$ cat config.mk
export PLATFORM = sky130hd
export DESIGN_NAME = lnpw_ram
export DESIGN_NICKNAME = d
export VERILOG_FILES = /design/src/rtl/lnpw_ram.sv
export SDC_FILE = /design/constraint.sdc
export NUM_CORES = 1
export LEC_CHECK = 0
export BUFFER_PORTS_ARGS = -buffer_cell sky130_fd_sc_hd__buf_2
export CAP_MARGIN = 30
export CORE_MARGIN = 4
export CORE_UTILIZATION = 60
export DETAILED_ROUTE_END_ITERATION = 16
export PLACE_DENSITY = 0.76
export SKIP_CTS_REPAIR_TIMING = 1
export SYNTH_ARGS = -nofsm -noshare
export SYNTH_HDL_FRONTEND = slang
export SYNTH_SLANG_ARGS = --single-unit
$ cat constraint.sdc
create_clock -name clk -period 6.85 [get_ports clk]
set_clock_uncertainty 0.2 [all_clocks]
set_input_delay 1.37 -clock clk [delete_from_list [all_inputs] [get_ports clk]]
set_output_delay 1.37 -clock clk [all_outputs]
set_load 0.03 [all_outputs]
$ cat src/rtl/lnpw_ram.sv
// generic single write port, single read port ram with registered read
// no dependencies
module lnpw_ram #(
  parameter int WIDTH = 8,
  parameter int DEPTH = 64
) (
  input  logic                     clk,
  input  logic                     we,
  input  logic [$clog2(DEPTH)-1:0] waddr,
  input  logic [WIDTH-1:0]         wdata,
  input  logic [$clog2(DEPTH)-1:0] raddr,
  output logic [WIDTH-1:0]         rdata
);

  logic [WIDTH-1:0] mem [DEPTH];

  always_ff @(posedge clk) begin
    if (we) begin
      mem[waddr] <= wdata;
    end
    rdata <= mem[raddr];
  end

endmodule

== Word-level counts from Yosys, hierarchy flattened ==
Memories as Yosys holds them, arrays and structs flattened. A register that Yosys moved wholly into a read port is not among the register bits.
Cells that the tools add are included.
Word-level totals
  register bits: 0
  bits in writable memories: 512
  output and inout bits: 8
  memories kept: 1
Cells by class
  multiplexer cells: 2
Memories
  mem: words 64, width 8, rd ports 1, clocked after Yosys merged registers in 1, write ports 1, line 15  | logic [WIDTH-1:0] mem [DEPTH];
Operators by type and width (count)
  two-way mux 1 bit: 2

== Longest topological paths before layout ==
  depth in word-level cells: 2
  depth in mapped cells: 9

== Worst setup path before layout ==
OpenSTA, ideal clock, no wires.
  kind: input to register
  from: input raddr[1]
  to: register rdata[3], read port of mem
  setup time: 128 ps
  arrival time: 2910 ps
  data required time: 6522 ps
  slack: 3612 ps
  stages on the path: 7
  buffers on the path: 3
  cell sequence: buf_4 -> buf_2 -> buf_2 -> mux4_2 -> mux4_2 -> o21ai_1 -> o41ai_1
RTL lines
  start, declared: line 11  | input logic [$clog2(DEPTH)-1:0] raddr,
  end, declared: line 12  | output logic [WIDTH-1:0] rdata

==> impl_results.html <==
<table>
<tr><th>Metric</th><th>Value</th></tr>
<tr><th colspan="2">Clock tree</th></tr>
<tr><td>Depth of the CTS H-tree</td><td>2</td></tr>
<tr><td>Worst-path clk slew</td><td>0.06 ns</td></tr>
<tr><td>CTS tree</td><td>done</td></tr>
<tr><td>Worst skew pair latency</td><td>0.55 ns</td></tr>
<tr><td>Root buffer selected by CTS</td><td>clkbuf_16</td></tr>
<tr><td>CTS Sinks</td><td>between 500 and 600</td></tr>
<tr><td>Number of buffers inserted during clock tree synthesis</td><td>49</td></tr>
<tr><td>Clk buf depth</td><td>3</td></tr>
<tr><th colspan="2">Setup path</th></tr>
<tr><td>R2r setup slk</td><td>~4.4 ns</td></tr>
<tr><td>Slowest cell on the critical path</td><td>clkbuf_8</td></tr>
<tr><td>Critical path, cell by cell</td><td>clkbuf_8 &gt; buf_4 &gt; mux4_2 &gt; o221a_2 &gt; nor3_1 &gt; o32ai_1</td></tr>
<tr><td>Arrival time of the worst setup path</td><td>about 4.1 ns</td></tr>
<tr><td>Category of the worst setup path launch point</td><td>input pin</td></tr>
<tr><td>Startpoint of the worst-slack reg-to-reg timing path</td><td>mem[21][6]$_DFFE_PP_</td></tr>
<tr><td>Number of buffer and inverter instances along the worst setup path</td><td>2</td></tr>
<tr><td>Largest fanout on the critical path</td><td>70</td></tr>
<tr><td>FF-to-FF End</td><td>rdata[6]$_DFF_P_</td></tr>
<tr><td>Cell depth of the worst flop-to-flop path</td><td>5</td></tr>
<tr><td>Nature of the critical path endpoint</td><td>register</td></tr>
<tr><td>Longest individual stage delay on the worst path</td><td>between 0.6 and 0.7 ns</td></tr>
<tr><td>CP Class</td><td>input pin to register</td></tr>
<tr><td>Req. time, crit path</td><td>between 7 and 8 ns</td></tr>
<tr><td>Kind of cell adding the most delay to the critical path</td><td>buffers and inverters</td></tr>
<tr><th colspan="2">Cells and area</th></tr>
<tr><td>Non-Filler Cell Area, Final</td><td>~22000 µm²</td></tr>
<tr><td>Share of cells above drive strength 1</td><td>around a quarter</td></tr>
<tr><td>Fillers</td><td>about 2.1k</td></tr>
<tr><td>Final core area utilization</td><td>around two thirds</td></tr>
<tr><td>Final instance count without filler cells</td><td>about 1.5k</td></tr>
<tr><td>Post-synthesis to final-layout area growth</td><td>10.4%</td></tr>
<tr><td>Number of nets at the end of the flow</td><td>about 1.0k</td></tr>
<tr><th colspan="2">Place</th></tr>
<tr><td>Worst slack at placement</td><td>between 2 and 2.5 ns</td></tr>
<tr><td>Detail Placement HPWL</td><td>26.0 mm</td></tr>
<tr><td>Buffers added on ports</td><td>29</td></tr>
<tr><td>Final weighted congestion in routability-driven placement</td><td>about 0.8</td></tr>
<tr><td>DP Area</td><td>roughly 21000 µm²</td></tr>
<tr><td>Number of cells in the design after placement</td><td>around 1.4k</td></tr>
<tr><th colspan="2">Route</th></tr>
<tr><td>Number of DRC markers in iteration 0</td><td>approximately 1.3k</td></tr>
<tr><td>Number of nets with antenna violations after routing</td><td>0</td></tr>
<tr><td>Wire per inst</td><td>29.3 µm</td></tr>
<tr><td>Vias per Instance</td><td>6.61</td></tr>
<tr><td>Total wirelength of the detailed-routed design</td><td>~43 mm</td></tr>
<tr><td>Via Count</td><td>9717</td></tr>
<tr><td>DRC violations left</td><td>0</td></tr>
<tr><td>First-pass detailed-route iteration total</td><td>5</td></tr>
<tr><th colspan="2">Min path</th></tr>
<tr><td>Hold-critical path depth</td><td>3</td></tr>
<tr><td>End point of the worst hold path</td><td>rdata[4]$_DFF_P_</td></tr>
<tr><td>Path class of the lowest-slack min-delay path</td><td>register to register</td></tr>
<tr><td>Launch point of the worst hold path</td><td>mem[30][4]$_DFFE_PP_</td></tr>
<tr><th colspan="2">Synthesis</th></tr>
<tr><td>Number of instances in the synthesized netlist</td><td>940</td></tr>
<tr><td>Mapped Avg Cell Area</td><td>roughly 21 µm²</td></tr>
<tr><td>Sequential fraction of the synthesis area</td><td>about 77%</td></tr>
<tr><td>Number of synthesized flops with an enable pin</td><td>between 500 and 600</td></tr>
<tr><td>Number of warnings printed during yosys synthesis</td><td>0</td></tr>
<tr><td>Primary flip-flop cell chosen by synthesis mapping</td><td>edfxtp_1</td></tr>
<tr><td>Cell variety after synth</td><td>40</td></tr>
<tr><td>Post-synthesis instance area</td><td>roughly 20000 µm²</td></tr>
<tr><td>Flop and latch count out of synthesis</td><td>520</td></tr>
<tr><td>Synth Net Count</td><td>approximately 960</td></tr>
<tr><td>Post-synthesis async set-or-reset flop share</td><td>0%</td></tr>
<tr><th colspan="2">Pwr</th></tr>
<tr><td>Static leakage power</td><td>approximately 6.9 nW</td></tr>
<tr><td>Power Total</td><td>approximately 6.4 mW</td></tr>
<tr><td>Worst ir drop on vdd</td><td>between 0.15 and 0.2 mV</td></tr>
<tr><td>Ratio of total power to cell area</td><td>287 nW/µm²</td></tr>
<tr><th colspan="2">Global route</th></tr>
<tr><td>Number of antenna violations at the first check in global routing</td><td>2</td></tr>
<tr><td>Total congestion overflow</td><td>0</td></tr>
<tr><td>Global routing usage summed across all routing layers</td><td>between 20% and 30%</td></tr>
<tr><td>Largest net degree at the start of global routing</td><td>71</td></tr>
<tr><td>Wire length of the first global-routing pass</td><td>65.3 mm</td></tr>
<tr><td>Vias in the first global route</td><td>9884</td></tr>
<tr><th colspan="2">Timing</th></tr>
<tr><td>Number of setup violations in the final report</td><td>0</td></tr>
<tr><td>Hold slack</td><td>0.653 ns</td></tr>
<tr><td>Unrepaired setup endpoints after global routing</td><td>no</td></tr>
<tr><td>Max-slew headroom</td><td>between 30% and 40%</td></tr>
<tr><td>Crit path setup slack, layout</td><td>2.98 ns</td></tr>
<tr><td>Final critical delay including setup and external delays</td><td>3.87 ns</td></tr>
<tr><td>Sum of negative setup slack</td><td>0 ns</td></tr>
<tr><td>Final number of hold-violating endpoints</td><td>0</td></tr>
<tr><td>Number of pins with negative max-slew slack in the final report</td><td>0</td></tr>
<tr><td>Max Freq</td><td>between 200 and 300 MHz</td></tr>
<tr><td>Worst Max-Slew Pin Slew</td><td>roughly 0.98 ns</td></tr>
<tr><td>Fin crit share</td><td>roughly 56%</td></tr>
<tr><th colspan="2">Outcome</th></tr>
<tr><td>Run status</td><td>completed</td></tr>
<tr><th colspan="2">Die</th></tr>
<tr><td>Total die area</td><td>approximately 37000 µm²</td></tr>
<tr><td>Die Y-Extent</td><td>191 µm</td></tr>
<tr><td>Initial core utilization</td><td>61.4%</td></tr>
<tr><td>Placement row count</td><td>66</td></tr>
<tr><td>Placeable core region</td><td>between 30000 and 40000 µm²</td></tr>
<tr><td>DIE WIDTH</td><td>~190 µm</td></tr>
<tr><td>Number of top-level design ports</td><td>30</td></tr>
<tr><th colspan="2">Run</th></tr>
<tr><td>MaxCap Viol Count</td><td>0</td></tr>
</table>
metal layers:
metal / track usage [%] / routed length [µm]
met2: 36.1 / 20300
met3: 5.97 / 4610
met1: 37.8 / 17100
met4: 7.40 / 1110
met5: 0 / 12
synth_stat cells (2+ instances only):
master,n,share of area [%]
o221ai_1,8,0.35
nand3_1,13,0.32
mux2i_1,23,1.1
o22ai_1,8,0.25
o221a_2,2,0.11
a211oi_1,4,0.15
buf_1,4,0.074
o21a_1,2,0.074
nor4_1,2,0.062
o21ai_1,2,0.050
o32ai_1,2,0.087
nand2b_1,7,0.22
dfxtp_1,8,0.79
nand3b_1,3,0.11
nor2_1,83,1.5
o2bb2ai_1,3,0.13
mux2_2,13,0.73
nor2b_1,14,0.43
o21ai_0,2,0.050
buf_6,4,0.22
a221oi_1,6,0.26
buf_12,2,0.20
o41ai_1,2,0.087
nor3_1,7,0.17
a21oi_1,3,0.074
edfxtp_1,512,76
mux4_2,126,14
nand2_1,19,0.35
a22oi_1,3,0.11
a2111oi_0,2,0.087
buf_2,11,0.27
clkbuf_1,17,0.32
o2111ai_1,3,0.13
nand4_1,2,0.062
buf_4,13,0.48
flip-flops by register name, summed over array words and instances (netlist names):
register  count
mem         512
rdata         8
worst max path at each step:
stage	start	end	slack [ns]	depth (start not counted)
after global routing	raddr[0]	rdata[6]$_DFF_P_	2.77	6
final	raddr[0]	rdata[6]$_DFF_P_	2.98	6
after detailed placement	raddr[0]	rdata[6]$_DFF_P_	2.35	6
after global placement	raddr[0]	rdata[6]$_DFF_P_	2.36	6
after CTS	raddr[0]	rdata[6]$_DFF_P_	2.89	6
after floorplan	raddr[1]	rdata[3]$_DFF_P_	3.61	7
area by class of cell:
cell class	count	area (µm²)	share of cell area, %
multi-input cells	369	4320	19.4
clock inverters	26	164	0.736
diodes	1	2.50	0.0112
flip-flops and latches	520	15500	69.8
well taps	442	553	2.48
clock buffers	64	1330	5.95
repair buffers	49	372	1.67
cell usage in the layout, fill, tap and decap left out, drive strengths merged, types with 14 or more instances in the layout:
cell type  count
edfxtp       512
mux4         126
nor2          83
clkbuf        65
buf           48
mux2i         23
clkinv        23
nand2         19
nor2b         14
worst min-delay path: stages (launching register included):
cell and delay, ns:
edfxtp_1 0.34, mux4_2 0.22, nor2_1 0.05, o32ai_1 0.21
cells by family after synthesis:
logic type / share of synthesized area [%]
buffers and inverters: 1.57
flip-flops: 77.0
multiplexers: 15.9
AND/OR/NAND/NOR: 3.39
AO/OA/AOI/OAI: 2.07
power breakdown:
| part | total [mW] | internal, mW | switching [mW] |
|---|---|---|---|
| sequential | 3.53 | 3.52 | 0.0131 |
| combinational | 0.332 | 0.122 | 0.209 |
| clock | 2.53 | 1.43 | 1.10 |
| total | 6.39 | 5.08 | 1.32 |
Note: power is estimated with default switching activity, not from simulation.
